**src/sv/gimbal_pkg.sv**
```systemverilog
// ----------------------------------------------------------------------------
// gimbal_pkg
// Shared types, schedule codes, register indexes and gain table for the
// three-axis gimbal state-feedback controller.
// ----------------------------------------------------------------------------
package gimbal_pkg;

    // configuration register indexes
    localparam int unsigned CFG_IDX_W = 2;
    localparam int unsigned CFG_DATA_W = 31;

    localparam logic [CFG_IDX_W-1:0] CFG_GYRO_SCALE    = 2'd0;
    localparam logic [CFG_IDX_W-1:0] CFG_SAMPLE_PERIOD = 2'd1;
    localparam logic [CFG_IDX_W-1:0] CFG_TILT_LIMIT    = 2'd2;
    localparam logic [CFG_IDX_W-1:0] CFG_YAW_LIMIT     = 2'd3;

    localparam logic [23:0] GYRO_SCALE_RST    = 24'd17873;
    localparam logic [23:0] SAMPLE_PERIOD_RST = 24'd83886;
    localparam logic [30:0] LIMIT_RST         = 31'h7FFF_FFFF;

    // controller states
    typedef enum logic [2:0] {
        S_IDLE = 3'b001,
        S_RUN  = 3'b010,
        S_DONE = 3'b100
    } t_state;

    // Schedule positions. Named after the product issued at that step; the
    // product issued one step earlier is consumed in the same cycle.
    typedef enum logic [4:0] {
        ST_MUL_IPHI = 5'd0,
        ST_MUL_ITHT = 5'd1,
        ST_MUL_IPSI = 5'd2,
        ST_MUL_P    = 5'd3,
        ST_MUL_Q    = 5'd4,
        ST_MUL_R    = 5'd5,
        ST_MUL_A0   = 5'd6,
        ST_MUL_A1   = 5'd7,
        ST_MUL_A2   = 5'd8,
        ST_MUL_A3   = 5'd9,
        ST_MUL_A4   = 5'd10,
        ST_MUL_A5   = 5'd11,
        ST_MUL_B0   = 5'd12,
        ST_MUL_B1   = 5'd13,
        ST_MUL_B2   = 5'd14,
        ST_MUL_B3   = 5'd15,
        ST_MUL_B4   = 5'd16,
        ST_MUL_B5   = 5'd17,
        ST_MUL_Y0   = 5'd18,
        ST_MUL_Y1   = 5'd19,
        ST_MUL_Y2   = 5'd20,
        ST_Y_LAST   = 5'd21,
        ST_ROUND_Y  = 5'd22,
        ST_FINISH   = 5'd23,
        ST_CHECK    = 5'd24
    } t_step;

    typedef struct packed {
        logic  load;   // capture input item
        logic  run;    // schedule step valid
        t_step step;
        logic  emit;   // load output registers
    } t_dp_cmd;

    typedef struct packed {
        logic fault;
    } t_dp_stat;

    // Normal-mode gains, signed Q.24, rounded half away from zero.
    // Order: a terms (p q phi tht phi_int tht_int), b terms, yaw terms.
    function automatic logic signed [29:0] gain_q24(input logic [3:0] idx);
        logic signed [29:0] g;
        case (idx)
            4'd0:    g = -30'sd983556;
            4'd1:    g =  30'sd677820;
            4'd2:    g = -30'sd15904750;
            4'd3:    g =  30'sd12779927;
            4'd4:    g = -30'sd343342370;
            4'd5:    g =  30'sd151173957;
            4'd6:    g =  30'sd216188;
            4'd7:    g =  30'sd1063976;
            4'd8:    g = -30'sd516945;
            4'd9:    g =  30'sd16496114;
            4'd10:   g =  30'sd151173957;
            4'd11:   g =  30'sd343342370;
            4'd12:   g =  30'sd1087375;
            4'd13:   g =  30'sd9080433;
            4'd14:   g =  30'sd167772160;
            default: g = '0;
        endcase
        return g;
    endfunction

endpackage

```
**src/sv/gimbal_ctrl.sv**
```systemverilog
// ----------------------------------------------------------------------------
// gimbal_ctrl
// Sequencer: accepts an item, steps the datapath schedule, parks the
// result until the output register is free.
// ----------------------------------------------------------------------------
module gimbal_ctrl (
    input  logic                i_clk,
    input  logic                i_rst_n,
    input  logic                i_in_valid,
    output logic                o_in_stall,
    output logic                o_out_valid,
    input  logic                i_out_stall,
    input  gimbal_pkg::t_dp_stat i_stat,
    output gimbal_pkg::t_dp_cmd  o_cmd
);

    gimbal_pkg::t_state r_state, n_state;
    gimbal_pkg::t_step  r_step, n_step;
    logic               r_out_valid, n_out_valid;
    logic               w_accept;
    logic               w_emit;

    assign w_accept = i_in_valid && (r_state == gimbal_pkg::S_IDLE);
    assign w_emit   = (r_state == gimbal_pkg::S_DONE) && (!r_out_valid || !i_out_stall);

    always_comb begin
        n_state = r_state;
        n_step  = gimbal_pkg::ST_MUL_IPHI;
        unique case (r_state)
            gimbal_pkg::S_IDLE: begin
                if (w_accept) begin
                    // a latched fault skips the schedule: state stays frozen
                    n_state = i_stat.fault ? gimbal_pkg::S_DONE : gimbal_pkg::S_RUN;
                end
            end
            gimbal_pkg::S_RUN: begin
                if (r_step == gimbal_pkg::ST_CHECK) begin
                    n_state = gimbal_pkg::S_DONE;
                end else begin
                    n_step = gimbal_pkg::t_step'(r_step + 5'd1);
                end
            end
            gimbal_pkg::S_DONE: begin
                if (w_emit) begin
                    n_state = gimbal_pkg::S_IDLE;
                end
            end
            default: n_state = gimbal_pkg::S_IDLE;
        endcase
    end

    always_comb begin
        n_out_valid = r_out_valid;
        if (w_emit) begin
            n_out_valid = 1'b1;
        end else if (!i_out_stall) begin
            n_out_valid = 1'b0;
        end
    end

    always_ff @(posedge i_clk) begin
        if (!i_rst_n) begin
            r_state     <= gimbal_pkg::S_IDLE;
            r_step      <= gimbal_pkg::ST_MUL_IPHI;
            r_out_valid <= 1'b0;
        end else begin
            r_state     <= n_state;
            r_step      <= n_step;
            r_out_valid <= n_out_valid;
        end
    end

    assign o_in_stall  = (r_state != gimbal_pkg::S_IDLE);
    assign o_out_valid = r_out_valid;

    assign o_cmd.load = w_accept;
    assign o_cmd.run  = (r_state == gimbal_pkg::S_RUN);
    assign o_cmd.step = r_step;
    assign o_cmd.emit = w_emit;

`ifndef ASSERT_OFF
    a_step_idle: assert property (@(posedge i_clk) disable iff (!i_rst_n)
        (r_state != gimbal_pkg::S_RUN) |-> (r_step == gimbal_pkg::ST_MUL_IPHI))
        else $error("step counter moved outside RUN");

    a_run_holds: assert property (@(posedge i_clk) disable iff (!i_rst_n)
        (r_state == gimbal_pkg::S_RUN && r_step != gimbal_pkg::ST_CHECK)
        |=> (r_state == gimbal_pkg::S_RUN))
        else $error("schedule left before final step");

    a_fault_skip: assert property (@(posedge i_clk) disable iff (!i_rst_n)
        (w_accept && i_stat.fault) |=> (r_state == gimbal_pkg::S_DONE))
        else $error("faulted item entered the schedule");

    a_park: assert property (@(posedge i_clk) disable iff (!i_rst_n)
        (r_state == gimbal_pkg::S_DONE && r_out_valid && i_out_stall)
        |=> (r_state == gimbal_pkg::S_DONE && r_out_valid))
        else $error("result overwrote a stalled output");
`endif

endmodule

```
**src/sv/gimbal_dp.sv**
```systemverilog
// ----------------------------------------------------------------------------
// gimbal_dp
// Datapath: shared 32x30 multiplier, 64-bit accumulator, integrators,
// neutrals, fault latch, configuration and output registers.
// ----------------------------------------------------------------------------
module gimbal_dp (
    input  logic                                  i_clk,
    input  logic                                  i_rst_n,
    input  gimbal_pkg::t_dp_cmd                   i_cmd,
    output gimbal_pkg::t_dp_stat                  o_stat,
    input  logic                                  i_cfg_we,
    input  logic [gimbal_pkg::CFG_IDX_W-1:0]      i_cfg_index,
    input  logic [gimbal_pkg::CFG_DATA_W-1:0]     i_cfg_data,
    input  logic signed [15:0]                    i_roll_rate_raw,
    input  logic signed [15:0]                    i_pitch_rate_raw,
    input  logic signed [15:0]                    i_yaw_rate_raw,
    input  logic signed [15:0]                    i_roll_angle,
    input  logic signed [15:0]                    i_pitch_angle,
    input  logic signed [15:0]                    i_yaw_angle,
    input  logic                                  i_starting,
    output logic signed [31:0]                    o_coupled_cmd_a,
    output logic signed [31:0]                    o_coupled_cmd_b,
    output logic signed [31:0]                    o_yaw_motor_command,
    output logic                                  o_fault
);

    // saturate a 40-bit signed value to 32 bits
    function automatic logic signed [31:0] sat40(input logic signed [39:0] v);
        logic signed [31:0] r;
        if (v[39:31] == '0 || v[39:31] == '1) begin
            r = v[31:0];
        end else begin
            r = v[39] ? 32'sh8000_0000 : 32'sh7FFF_FFFF;
        end
        return r;
    endfunction

    // round Q.40 sum to Q16.16 (half up) and saturate
    function automatic logic signed [31:0] round_q24(input logic signed [63:0] acc);
        logic signed [63:0] t;
        t = acc + 64'sd8388608;
        return sat40(signed'(t[63:24]));
    endfunction

    // |cmd - neutral| > limit, exact
    function automatic logic beyond(input logic signed [31:0] cmd,
                                    input logic signed [31:0] ntrl,
                                    input logic [30:0] lim);
        logic signed [32:0] d;
        logic [32:0]        m;
        d = {cmd[31], cmd} - {ntrl[31], ntrl};
        m = d[32] ? 33'(-d) : 33'(d);
        return m > {2'b00, lim};
    endfunction

    // configuration
    logic [23:0] r_gyro_scale, r_sample_period;
    logic [30:0] r_tilt_limit, r_yaw_limit;

    // captured item
    logic signed [15:0] r_roll_raw, r_pitch_raw, r_yaw_raw;
    logic signed [15:0] r_phi, r_tht, r_psi;
    logic               r_start;

    // persistent state
    logic signed [31:0] r_roll_int, r_pitch_int, r_yaw_int;
    logic signed [31:0] r_ntrl_a, r_ntrl_b, r_ntrl_y;
    logic               r_fault;

    // working registers
    logic signed [61:0] r_prod;
    logic signed [63:0] r_acc;
    logic signed [31:0] r_p, r_q, r_r;
    logic signed [31:0] r_cmd_a, r_cmd_b, r_cmd_y;

    logic signed [31:0] w_mul_a;
    logic signed [29:0] w_mul_b;
    logic [3:0]         w_goff;
    logic signed [29:0] w_gain;
    logic signed [31:0] w_phi8, w_tht8, w_psi8;
    logic signed [31:0] w_int_old;
    logic signed [31:0] w_int_new;
    logic signed [63:0] w_prod64;
    logic signed [63:0] w_acc_sum;
    logic signed [31:0] w_round;
    logic signed [31:0] w_st_a, w_st_b;
    logic               w_beyond;

    assign w_phi8 = {{13{r_phi[15]}}, r_phi, 3'b000};
    assign w_tht8 = {{13{r_tht[15]}}, r_tht, 3'b000};
    assign w_psi8 = {{13{r_psi[15]}}, r_psi, 3'b000};

    assign w_goff = 4'(5'(i_cmd.step) - 5'(gimbal_pkg::ST_MUL_A0));
    assign w_gain = gimbal_pkg::gain_q24(w_goff);

    // multiplier operand select
    always_comb begin
        w_mul_a = '0;
        w_mul_b = '0;
        unique case (i_cmd.step)
            gimbal_pkg::ST_MUL_IPHI: begin
                w_mul_a = 32'(r_phi);
                w_mul_b = {6'b0, r_sample_period};
            end
            gimbal_pkg::ST_MUL_ITHT: begin
                w_mul_a = 32'(r_tht);
                w_mul_b = {6'b0, r_sample_period};
            end
            gimbal_pkg::ST_MUL_IPSI: begin
                w_mul_a = 32'(r_psi);
                w_mul_b = {6'b0, r_sample_period};
            end
            gimbal_pkg::ST_MUL_P: begin
                w_mul_a = 32'(r_roll_raw);
                w_mul_b = {6'b0, r_gyro_scale};
            end
            gimbal_pkg::ST_MUL_Q: begin
                w_mul_a = 32'(r_pitch_raw);
                w_mul_b = {6'b0, r_gyro_scale};
            end
            gimbal_pkg::ST_MUL_R: begin
                w_mul_a = 32'(r_yaw_raw);
                w_mul_b = {6'b0, r_gyro_scale};
            end
            gimbal_pkg::ST_MUL_A0, gimbal_pkg::ST_MUL_B0: begin
                w_mul_a = r_p;
                w_mul_b = w_gain;
            end
            gimbal_pkg::ST_MUL_A1, gimbal_pkg::ST_MUL_B1: begin
                w_mul_a = r_q;
                w_mul_b = w_gain;
            end
            gimbal_pkg::ST_MUL_A2, gimbal_pkg::ST_MUL_B2: begin
                w_mul_a = w_phi8;
                w_mul_b = w_gain;
            end
            gimbal_pkg::ST_MUL_A3, gimbal_pkg::ST_MUL_B3: begin
                w_mul_a = w_tht8;
                w_mul_b = w_gain;
            end
            gimbal_pkg::ST_MUL_A4, gimbal_pkg::ST_MUL_B4: begin
                w_mul_a = r_roll_int;
                w_mul_b = w_gain;
            end
            gimbal_pkg::ST_MUL_A5, gimbal_pkg::ST_MUL_B5: begin
                w_mul_a = r_pitch_int;
                w_mul_b = w_gain;
            end
            gimbal_pkg::ST_MUL_Y0: begin
                w_mul_a = r_r;
                w_mul_b = w_gain;
            end
            gimbal_pkg::ST_MUL_Y1: begin
                w_mul_a = w_psi8;
                w_mul_b = w_gain;
            end
            gimbal_pkg::ST_MUL_Y2: begin
                w_mul_a = r_yaw_int;
                w_mul_b = w_gain;
            end
            default: begin
                w_mul_a = '0;
                w_mul_b = '0;
            end
        endcase
    end

    // integrator update: one adder shared across the three axes
    always_comb begin
        case (i_cmd.step)
            gimbal_pkg::ST_MUL_ITHT: w_int_old = r_roll_int;
            gimbal_pkg::ST_MUL_IPSI: w_int_old = r_pitch_int;
            default:                 w_int_old = r_yaw_int;
        endcase
    end
    assign w_int_new = sat40(40'(w_int_old) + r_prod[60:21]);

    assign w_prod64  = 64'(r_prod);
    assign w_acc_sum = r_acc + w_prod64;
    assign w_round   = round_q24(r_acc);

    // start-mode mix: a = -2 roll_int + pitch_int, b = roll_int + 2 pitch_int
    assign w_st_a = sat40({{8{r_pitch_int[31]}}, r_pitch_int}
                          - {{7{r_roll_int[31]}}, r_roll_int, 1'b0});
    assign w_st_b = sat40({{8{r_roll_int[31]}}, r_roll_int}
                          + {{7{r_pitch_int[31]}}, r_pitch_int, 1'b0});

    assign w_beyond = beyond(r_cmd_a, r_ntrl_a, r_tilt_limit)
                   || beyond(r_cmd_b, r_ntrl_b, r_tilt_limit)
                   || beyond(r_cmd_y, r_ntrl_y, r_yaw_limit);

    // control and persistent state
    always_ff @(posedge i_clk) begin
        if (!i_rst_n) begin
            r_gyro_scale    <= gimbal_pkg::GYRO_SCALE_RST;
            r_sample_period <= gimbal_pkg::SAMPLE_PERIOD_RST;
            r_tilt_limit    <= gimbal_pkg::LIMIT_RST;
            r_yaw_limit     <= gimbal_pkg::LIMIT_RST;
            r_roll_int      <= '0;
            r_pitch_int     <= '0;
            r_yaw_int       <= '0;
            r_ntrl_a        <= '0;
            r_ntrl_b        <= '0;
            r_ntrl_y        <= '0;
            r_fault         <= 1'b0;
        end else begin
            if (i_cfg_we) begin
                unique case (i_cfg_index)
                    gimbal_pkg::CFG_GYRO_SCALE:    r_gyro_scale    <= i_cfg_data[23:0];
                    gimbal_pkg::CFG_SAMPLE_PERIOD: r_sample_period <= i_cfg_data[23:0];
                    gimbal_pkg::CFG_TILT_LIMIT:    r_tilt_limit    <= i_cfg_data;
                    gimbal_pkg::CFG_YAW_LIMIT:     r_yaw_limit     <= i_cfg_data;
                    default: ;
                endcase
            end
            if (i_cmd.run) begin
                case (i_cmd.step)
                    gimbal_pkg::ST_MUL_ITHT: r_roll_int  <= w_int_new;
                    gimbal_pkg::ST_MUL_IPSI: r_pitch_int <= w_int_new;
                    gimbal_pkg::ST_MUL_P:    r_yaw_int   <= w_int_new;
                    gimbal_pkg::ST_FINISH: begin
                        if (r_start) begin
                            r_ntrl_a <= w_st_a;
                            r_ntrl_b <= w_st_b;
                            r_ntrl_y <= r_yaw_int;
                        end
                    end
                    gimbal_pkg::ST_CHECK: begin
                        if (w_beyond) begin
                            r_fault <= 1'b1;
                        end
                    end
                    default: ;
                endcase
            end
        end
    end

    // payload registers
    always_ff @(posedge i_clk) begin
        if (i_cmd.load) begin
            r_roll_raw  <= i_roll_rate_raw;
            r_pitch_raw <= i_pitch_rate_raw;
            r_yaw_raw   <= i_yaw_rate_raw;
            r_phi       <= i_roll_angle;
            r_tht       <= i_pitch_angle;
            r_psi       <= i_yaw_angle;
            r_start     <= i_starting;
        end

        r_prod <= w_mul_a * w_mul_b;

        if (i_cmd.run) begin
            case (i_cmd.step)
                gimbal_pkg::ST_MUL_Q:  r_p <= r_prod[39:8];
                gimbal_pkg::ST_MUL_R:  r_q <= r_prod[39:8];
                gimbal_pkg::ST_MUL_A0: r_r <= r_prod[39:8];
                gimbal_pkg::ST_MUL_A1: r_acc <= w_prod64;
                gimbal_pkg::ST_MUL_A2, gimbal_pkg::ST_MUL_A3, gimbal_pkg::ST_MUL_A4,
                gimbal_pkg::ST_MUL_A5, gimbal_pkg::ST_MUL_B0: r_acc <= w_acc_sum;
                gimbal_pkg::ST_MUL_B1: begin
                    r_cmd_a <= w_round;
                    r_acc   <= w_prod64;
                end
                gimbal_pkg::ST_MUL_B2, gimbal_pkg::ST_MUL_B3, gimbal_pkg::ST_MUL_B4,
                gimbal_pkg::ST_MUL_B5, gimbal_pkg::ST_MUL_Y0: r_acc <= w_acc_sum;
                gimbal_pkg::ST_MUL_Y1: begin
                    r_cmd_b <= w_round;
                    r_acc   <= w_prod64;
                end
                gimbal_pkg::ST_MUL_Y2, gimbal_pkg::ST_Y_LAST: r_acc <= w_acc_sum;
                gimbal_pkg::ST_ROUND_Y: r_cmd_y <= w_round;
                gimbal_pkg::ST_FINISH: begin
                    if (r_start) begin
                        r_cmd_a <= w_st_a;
                        r_cmd_b <= w_st_b;
                        r_cmd_y <= r_yaw_int;
                    end
                end
                default: ;
            endcase
        end

        if (i_cmd.emit) begin
            o_coupled_cmd_a     <= r_fault ? 32'sd0 : r_cmd_a;
            o_coupled_cmd_b     <= r_fault ? 32'sd0 : r_cmd_b;
            o_yaw_motor_command <= r_fault ? 32'sd0 : r_cmd_y;
            o_fault             <= r_fault;
        end
    end

    assign o_stat.fault = r_fault;

endmodule

```
**src/sv/gimbal_three_axis_pi_state_feedback_unit.sv**
```systemverilog
// ----------------------------------------------------------------------------
// gimbal_three_axis_pi_state_feedback_unit
// Three-axis gimbal state-feedback controller with integral action.
// ----------------------------------------------------------------------------
// Usage:
//   Input channel (i_in_valid / o_in_stall) carries one attitude sample: three
//   raw gyro rates, roll/pitch/yaw angles and the starting bit. Output channel
//   (o_out_valid / i_out_stall) returns one item per sample: two coupled
//   roll/pitch motor commands, the yaw command and the sticky fault flag.
//   Config port: i_cfg_we with i_cfg_index (0 gyro_scale, 1 sample_period,
//   2 tilt_limit, 3 yaw_limit) and i_cfg_data; write only while idle.
// Schedule:
//   An item runs the step schedule through one shared 32x30 multiplier
//   (21 products, one per cycle, plus round/finish/check), and the
//   result is then moved into the output register, which raises
//   o_out_valid. Once the fault is latched the schedule is skipped: an
//   item goes straight to the done state and returns zeros.
//   One item is in flight; o_in_stall stays high until its result has been
//   moved into the output register.
// Reset (synchronous, i_rst_n low): integrators, neutrals and fault clear,
//   config returns to defaults, no output is valid.
// Stall: a result waits in the output register while i_out_stall is high;
//   the finished result behind it waits in the datapath, and the input
//   channel stalls until the output frees up.
// ----------------------------------------------------------------------------
module gimbal_three_axis_pi_state_feedback_unit (
    input  logic                               i_clk,
    input  logic                               i_rst_n,
    // input channel
    input  logic                               i_in_valid,
    output logic                               o_in_stall,
    input  logic signed [15:0]                 i_roll_rate_raw,
    input  logic signed [15:0]                 i_pitch_rate_raw,
    input  logic signed [15:0]                 i_yaw_rate_raw,
    input  logic signed [15:0]                 i_roll_angle,
    input  logic signed [15:0]                 i_pitch_angle,
    input  logic signed [15:0]                 i_yaw_angle,
    input  logic                               i_starting,
    // output channel
    output logic                               o_out_valid,
    input  logic                               i_out_stall,
    output logic signed [31:0]                 o_coupled_cmd_a,
    output logic signed [31:0]                 o_coupled_cmd_b,
    output logic signed [31:0]                 o_yaw_motor_command,
    output logic                               o_fault,
    // configuration
    input  logic                               i_cfg_we,
    input  logic [gimbal_pkg::CFG_IDX_W-1:0]   i_cfg_index,
    input  logic [gimbal_pkg::CFG_DATA_W-1:0]  i_cfg_data
);

    gimbal_pkg::t_dp_cmd  w_cmd;   // sequencer -> datapath
    gimbal_pkg::t_dp_stat w_stat;  // datapath -> sequencer

    // sequencer: handshakes and schedule step
    gimbal_ctrl u_ctrl (
        .i_clk       (i_clk),
        .i_rst_n     (i_rst_n),
        .i_in_valid  (i_in_valid),
        .o_in_stall  (o_in_stall),
        .o_out_valid (o_out_valid),
        .i_out_stall (i_out_stall),
        .i_stat      (w_stat),
        .o_cmd       (w_cmd)
    );

    // arithmetic, state and result registers
    gimbal_dp u_dp (
        .i_clk               (i_clk),
        .i_rst_n             (i_rst_n),
        .i_cmd               (w_cmd),
        .o_stat              (w_stat),
        .i_cfg_we            (i_cfg_we),
        .i_cfg_index         (i_cfg_index),
        .i_cfg_data          (i_cfg_data),
        .i_roll_rate_raw     (i_roll_rate_raw),
        .i_pitch_rate_raw    (i_pitch_rate_raw),
        .i_yaw_rate_raw      (i_yaw_rate_raw),
        .i_roll_angle        (i_roll_angle),
        .i_pitch_angle       (i_pitch_angle),
        .i_yaw_angle         (i_yaw_angle),
        .i_starting          (i_starting),
        .o_coupled_cmd_a     (o_coupled_cmd_a),
        .o_coupled_cmd_b     (o_coupled_cmd_b),
        .o_yaw_motor_command (o_yaw_motor_command),
        .o_fault             (o_fault)
    );

endmodule
```
**config.mk**
```make
export PLATFORM = sky130hd
export DESIGN_NAME = gimbal_three_axis_pi_state_feedback_unit
export DESIGN_NICKNAME = d
export VERILOG_FILES = /design/src/sv/gimbal_pkg.sv /design/src/sv/gimbal_ctrl.sv /design/src/sv/gimbal_dp.sv /design/src/sv/gimbal_three_axis_pi_state_feedback_unit.sv
export SDC_FILE = /design/constraint.sdc
export NUM_CORES = 2
export LEC_CHECK = 0
export ABC_CLOCK_PERIOD_IN_PS = 22500
export BUFFER_PORTS_ARGS = -buffer_cell sky130_fd_sc_hd__buf_4
export CAP_MARGIN = 15
export CORE_ASPECT_RATIO = 1.2
export CORE_MARGIN = 1.5
export CORE_UTILIZATION = 55
export CTS_CLUSTER_SIZE = 28
export DETAILED_ROUTE_END_ITERATION = 7
export HOLD_SLACK_MARGIN = 0.15
export PLACE_DENSITY = 0.72
export RECOVER_POWER = 50
export SLEW_MARGIN = 20
export SYNTH_ARGS = -nofsm -noshare
export SYNTH_HDL_FRONTEND = slang
export SYNTH_HIERARCHICAL = 1
export SYNTH_SLANG_ARGS = --single-unit
```
**constraint.sdc**
```tcl
create_clock -name i_clk -period 22.5 [get_ports i_clk]
set_clock_uncertainty 0.1 [all_clocks]
set_input_delay 3.375 -clock i_clk [delete_from_list [all_inputs] [get_ports i_clk]]
set_output_delay 3.375 -clock i_clk [all_outputs]
set_load 0.01 [all_outputs]
```
# Word-level counts from Yosys, hierarchy flattened
# Memory sizes are Yosys's and may differ from the RTL's.
# Cells that the tools add are included.
# op_classes
n_lt_le_gt_ge,3
reduce_logical,50
n_bitwise,2
n_mul,1
eq_ne,40
muxes,28
n_addsub,13
# op_table
op,n
32-bit one-hot mux with 15 select lines,1
32-bit two-way mux,11
32-bit one-hot mux with 2 select lines,4
64-bit one-hot mux with 2 select lines,1
33-bit by 31-bit greater-than comparator with 1-bit output,3
33-bit two-way mux,3
33-bit negation,3
32-bit by 32-bit subtractor with 33-bit output,3
30-bit one-hot mux with 3 select lines,1
"64-bit by 25-bit adder with 64-bit output, second input constant",1
64-bit by 62-bit adder with 64-bit output,1
32-bit by 30-bit multiplier with 62-bit output,1
"5-bit equality test, second input constant",9
40-bit adder,1
"5-bit by 4-bit equality test with 1-bit output, second input constant",8
"9-bit equality test, second input constant",4
9-bit logical NOT,4
32-bit by 33-bit adder with 34-bit output,1
32-bit by 33-bit subtractor with 34-bit output,1
2-bit AND reduction,11
"5-bit by 3-bit equality test with 1-bit output, second input constant",4
3-bit AND reduction,6
15-bit OR reduction,1
3-bit two-way mux,4
24 further kinds,50
# word_totals
mem_bits_ro,480
mem_count,1
out_inout_bits,99
reg_bits,824
# mem_list
name,words,width,read_ports,rd_clocked_by_memory_dff,write_ports,line_no,text
(no name shown),16,30,1,0,0,gimbal_pkg.sv:73,case (idx)

# Longest topological paths before layout
# logic_depth
depth_word,7
mapped_depth,45
ltp_nobuf,40

# Cells and area by module
# The synthesis kept the hierarchy.
# by_module_without_submodules
mod,area_per_inst_um2,n_inst,seq_area_each_um2,cells_per_inst
gimbal_dp,85213.0,1,20820.0,9594
gimbal_ctrl,432.9,1,180.2,44

# Worst setup path before layout
# Ideal clock, no wire load.
# synth_timing
kind,register -> register
startpoint,register u_ctrl.r_step[1]
endpoint,register u_dp.r_prod[61]
n_path_buf,6
required_time_ns,22.304
setup_slack_ns,12.043
stages_incl_launch_ff,39
t_arrival_ns,10.261
setup_ns,0.096
cell_sequence,dfxtp_1 > clkbuf_1 > inv_1 > ha_1 > clkbuf_1 > nand2b_1 > or2_2 > a21oi_1 > clkbuf_1 > clkbuf_1 > a221oi_1 > nand2_1 > clkbuf_1 > buf_1 > nand2_1 > fa_1 > fa_1 > inv_1 > [... 3 more ...] > inv_1 > fa_1 > fa_1 > fa_1 > inv_1 > fa_1 > inv_1 > ha_1 > nand2_1 > nand2b_1 > a21oi_1 > nand2_1 > a211oi_1 > nor3_1 > o2111ai_1 > a31oi_1 > mux2i_1 > nor4b_1
# synth_via
elab_chain_cells,4
word_cells_on_any_way,35
classes_between,add/sub: 1; mul: 1; eq/ne: 20; mux: 2; reduce/logical: 10; memory: 1
# synth_lines
item,line_no,text
from (decl),gimbal_ctrl.sv:18,"gimbal_pkg::t_step r_step, n_step;"
from (signal assigned),gimbal_ctrl.sv:64,r_step <= gimbal_pkg::ST_MUL_IPHI;
from (signal assigned),gimbal_ctrl.sv:68,r_step <= n_step;
"4-bit by 3-bit subtractor with 4-bit output, or another cell as far along",gimbal_dp.sv:93,assign w_goff = 4'(5'(i_cmd.step) - 5'(gimbal_pkg::ST_MUL_A0));
"memory read 16 x 30 bit, or another cell as far along",n/a,
30-bit one-hot mux with 3 select lines / 32-bit one-hot mux with 15 select lines (equally long branches),gimbal_dp.sv:100,unique case (i_cmd.step)
32-bit by 30-bit multiplier with 62-bit output *,gimbal_dp.sv:251,r_prod <= w_mul_a * w_mul_b;
to (signal assigned),gimbal_dp.sv:251,
to (decl),gimbal_dp.sv:71,logic signed [61:0] r_prod;
# Mark *: on every way between the ends. The rest lies on a longest branch, timed or not.
# A chain may end at the register's enable or synchronous reset.

==> flow_summary_export.csv <==
group,metric,value,unit
clock_tree,hold_buffers,0,
global_routing,grtUsageMet2,68.4,%
clock_tree,cts_setup_buffers,0,
synthesis,syn_inst,9638,
global_routing,grt_pass1_wl,495,mm
detailed_routing,vias,74000,
global_routing,met3_usage,9.56,%
timing,worst_pin_slew,5470,ps
synthesis,ys_types,103,
flow_run,max-cap-violations,17,
clock_tree,htree_num_levels,3,
die,core.rowCount,158,
worst_setup_path,worst-setup-path-type,"input port to register",
detailed_routing,first_pass_iters,8,
synthesis,yosysWarnings,6,
timing,hold_viol,0,
worst_setup_path,arrival,13230,ps
layout,syn_to_final_growth,8.29,%
run_status,outcome,"complete, but fails checks",
detailed_routing,drc_errors,2,
detailed_routing,ant_nets,0,
synthesis,ys_ff_latch,824,
timing,fin_crit,12750,ps
timing,setup_violations,0,
detailed_routing,routedWlPerCell,29.2,um
worst_setup_path,worstPathRequired,22980,ps
synthesis,synthTopCellsByArea,"fa_1 24%, edfxtp_1 16%, dfxtp_1 8.7%",
synthesis,synth_edf_count,450,
detailed_routing,post_drt_via_cell_ratio,6.25,
detailed_routing,routed_wl,346,mm
placed_design,globalplace.congestion,1.10,
clock_tree,clockBufferDepth,3,
min_path,worst_hold_path_type,"register to register",
synthesis,synth_ff_type,"edfxtp_1",
die,die_area,158000,um^2
layout,n_fill_cell,13600,
timing,clock.fmax,0.0784,GHz
synthesis,yosys.area.top_type,"fa_1",
layout,layout.cells.non_filler,11800,
clock_tree,clock-sinks,824,
clock_tree,clk_latency,770,ps
global_routing,gr-total-overflow,0,
die,die_w,363,um
global_routing,grt_usage,43.4,%
die,io_pins,234,
clock_tree,path_clk_slew,60,ps
global_routing,busiest_layer,"met2",
synthesis,syn_nets,11300,
timing,drv_slew,857,
die,core_area,155000,um^2
layout,finalInstanceArea,92700,um^2
worst_setup_path,crit_path_start_kind,"input port",
timing,slew_headroom,-265,%
clock_tree,cts-root-buf,"clkbuf_16",
die,die_y,435,um
detailed_routing,drtIter0Drc,8368,
synthesis,ys_seq_area_share,24.5,%
worst_setup_path,crit_path_end_kind,"register",
clock_tree,cts_resized,0,
die,initial_core_util,55.4,%
timing,tns,0,ps
clock_tree,cts_buffers,90,
layout,drive_gt1_share,6.44,%
global_routing,first_global_vias,73700,
synthesis,yosysTopAreaCellShare,23.8,%
layout,fin_nets,11400,
timing,fin_crit_sh,56.7,%
global_routing,grtUsageMet1,50.8,%
synthesis,async_reset_ff_share,0,%
worst_setup_path,critPathMaxFanout,130,
global_routing,grt_max_degree,131,
placed_design,place_inst,11700,
clock_tree,tritoncts,"yes",
timing,rsz0062_at_grt,"false",
synthesis,synth_area_per_cell,8.89,um^2
placed_design,dp_hpwl,274,mm
synthesis,syn-cell-area,85600,um^2
layout,fin_util,60.0,%
run_status,violations,"design-rule violations, max-capacitance violations, max-slew violations",
placed_design,dpl_cell_area,89800,um^2
placed_design,port_buffers,233,
global_routing,antenna_found_initial,22,
## synthesized netlist by cell type (20+ instances only)
cell      instances
inv_1          1436
nand2_1        1123
fa_1           1018
nor2_1          950
ha_1            551
a21oi_1         499
edfxtp_1        450
clkbuf_1        422
dfxtp_1         374
o21ai_0         270
xnor2_1         227
a21o_1          197
nand3_1         160
xor2_1          156
nor2b_1         154
o211ai_1        128
a211oi_1        120
nor3_1          102
o21a_1           94
a22oi_1          88
nand2b_1         86
nand4_1          80
a21boi_0         76
a31oi_1          73
and2_1           70
a222oi_1         57
and3_1           51
o21bai_1         48
or3_1            40
a221o_1          38
o31ai_1          35
or2_2            32
and4_1           29
nor4_1           28
a221oi_1         25
a211o_1          20
## critical path, cell delays in order
cell,delay (ps)
clkbuf_1,2700
clkbuf_1,3910
nand2_1,2330
a211oi_1,620
## registers in the layout, summed over array words and instances (netlist names), 31 cells and up
signal	count
u_dp/o_coupled_cmd_a	32
u_dp/o_coupled_cmd_b	32
u_dp/o_yaw_motor_command	32
u_dp/r_acc	64
u_dp/r_cmd_a	32
u_dp/r_cmd_b	32
u_dp/r_cmd_y	32
u_dp/r_ntrl_a	32
u_dp/r_ntrl_b	32
u_dp/r_ntrl_y	32
u_dp/r_p	32
u_dp/r_pitch_int	32
u_dp/r_prod	62
u_dp/r_q	32
u_dp/r_r	32
u_dp/r_roll_int	32
u_dp/r_tilt_limit	31
u_dp/r_yaw_int	32
u_dp/r_yaw_limit	31
## per-layer routing
metal  vias up  share of wire, %
met5         -             0.013
met4         8                10
met3      1187               9.8
met2      4211                45
met1     36500                35
li1      32200                 -
## through the flow
step	setup slack, ps	hold WS, ps
2_1_floorplan	12040	340
3_3_place_gp	10500	352
3_5_place_dp	10270	357
4_1_cts	10240	366
5_1_grt	8990	385
6_report	9750	369
## path summary, 6_finish.rpt
kind / cells past startpoint / start / slack [ps] / end
setup / recovery: 4 / i_rst_n / 9750 / u_dp/r_roll_int[27]
hold / removal: 2 / u_dp/r_ntrl_y[26] / 370 / u_dp/r_ntrl_y[26]
setup reg to reg: 35 / u_ctrl/r_step[1] / 9760 / u_dp/r_prod[61]
hold reg to reg: 2 / u_dp/r_ntrl_y[26] / 370 / u_dp/r_ntrl_y[26]
## cell usage in the layout (no fill, tap or decap), types with 20 or more instances in the layout
| cell type | netlist | routed |
|---|---|---|
| inv_1 | 1436 | 1436 |
| nand2_1 | 1123 | 1120 |
| fa_1 | 1018 | 1018 |
| nor2_1 | 950 | 937 |
| ha_1 | 551 | 551 |
| a21oi_1 | 499 | 495 |
| edfxtp_1 | 450 | 450 |
| dfxtp_1 | 374 | 374 |
| buf_4 | 2 | 272 |
| o21ai_0 | 270 | 266 |
| xnor2_1 | 227 | 227 |
| a21o_1 | 197 | 196 |
| nand3_1 | 160 | 160 |
| xor2_1 | 156 | 156 |
| nor2b_1 | 154 | 154 |
| o211ai_1 | 128 | 128 |
| a211oi_1 | 120 | 118 |
| clkbuf_16 | 0 | 100 |
| nor3_1 | 102 | 97 |
| o21a_1 | 94 | 94 |
| a22oi_1 | 88 | 88 |
| nand2b_1 | 86 | 86 |
| nand4_1 | 80 | 80 |
| clkbuf_4 | 0 | 79 |
| a21boi_0 | 76 | 76 |
| a31oi_1 | 73 | 71 |
| and2_1 | 70 | 66 |
| clkbuf_1 | 422 | 64 |
| a222oi_1 | 57 | 57 |
| and3_1 | 51 | 50 |
| o21bai_1 | 48 | 48 |
| or3_1 | 40 | 40 |
| a221o_1 | 38 | 37 |
| o31ai_1 | 35 | 34 |
| or2_2 | 32 | 31 |
| and4_1 | 29 | 28 |
| nor4_1 | 28 | 23 |
| a221oi_1 | 25 | 22 |
| a211o_1 | 20 | 20 |
## logic make-up (layout without fill, tap and decap cells)
group,Yosys count,after routing,share of synthesized area [%]
simple gates,2995,2995,15.7
buf+inv,1890,2000,8.32
fa+ha+maj,1570,1570,31.9
xor+xnor,383,383,3.92
compound gates,1959,1959,15.5
other cells,0,14,0
mux,17,17,0.203
flops,824,824,24.5
## final cells by class
class / count / area (um^2) / area share [%]
tap: 2080 / 2600 / 2.81
antenna: 14 / 35.0 / 0.0378
clock inverter: 39 / 374 / 0.403
inverter: 1437 / 5390 / 5.82
multi-input combinational: 6924 / 57800 / 62.4
timing repair buffer: 394 / 2800 / 3.02
clock buffer: 130 / 2710 / 2.92
sequential: 824 / 21000 / 22.6
Power is left out: the tool's default activity adds up to more than one toggle a clock period on the data nets, which glitch-free logic cannot reach.
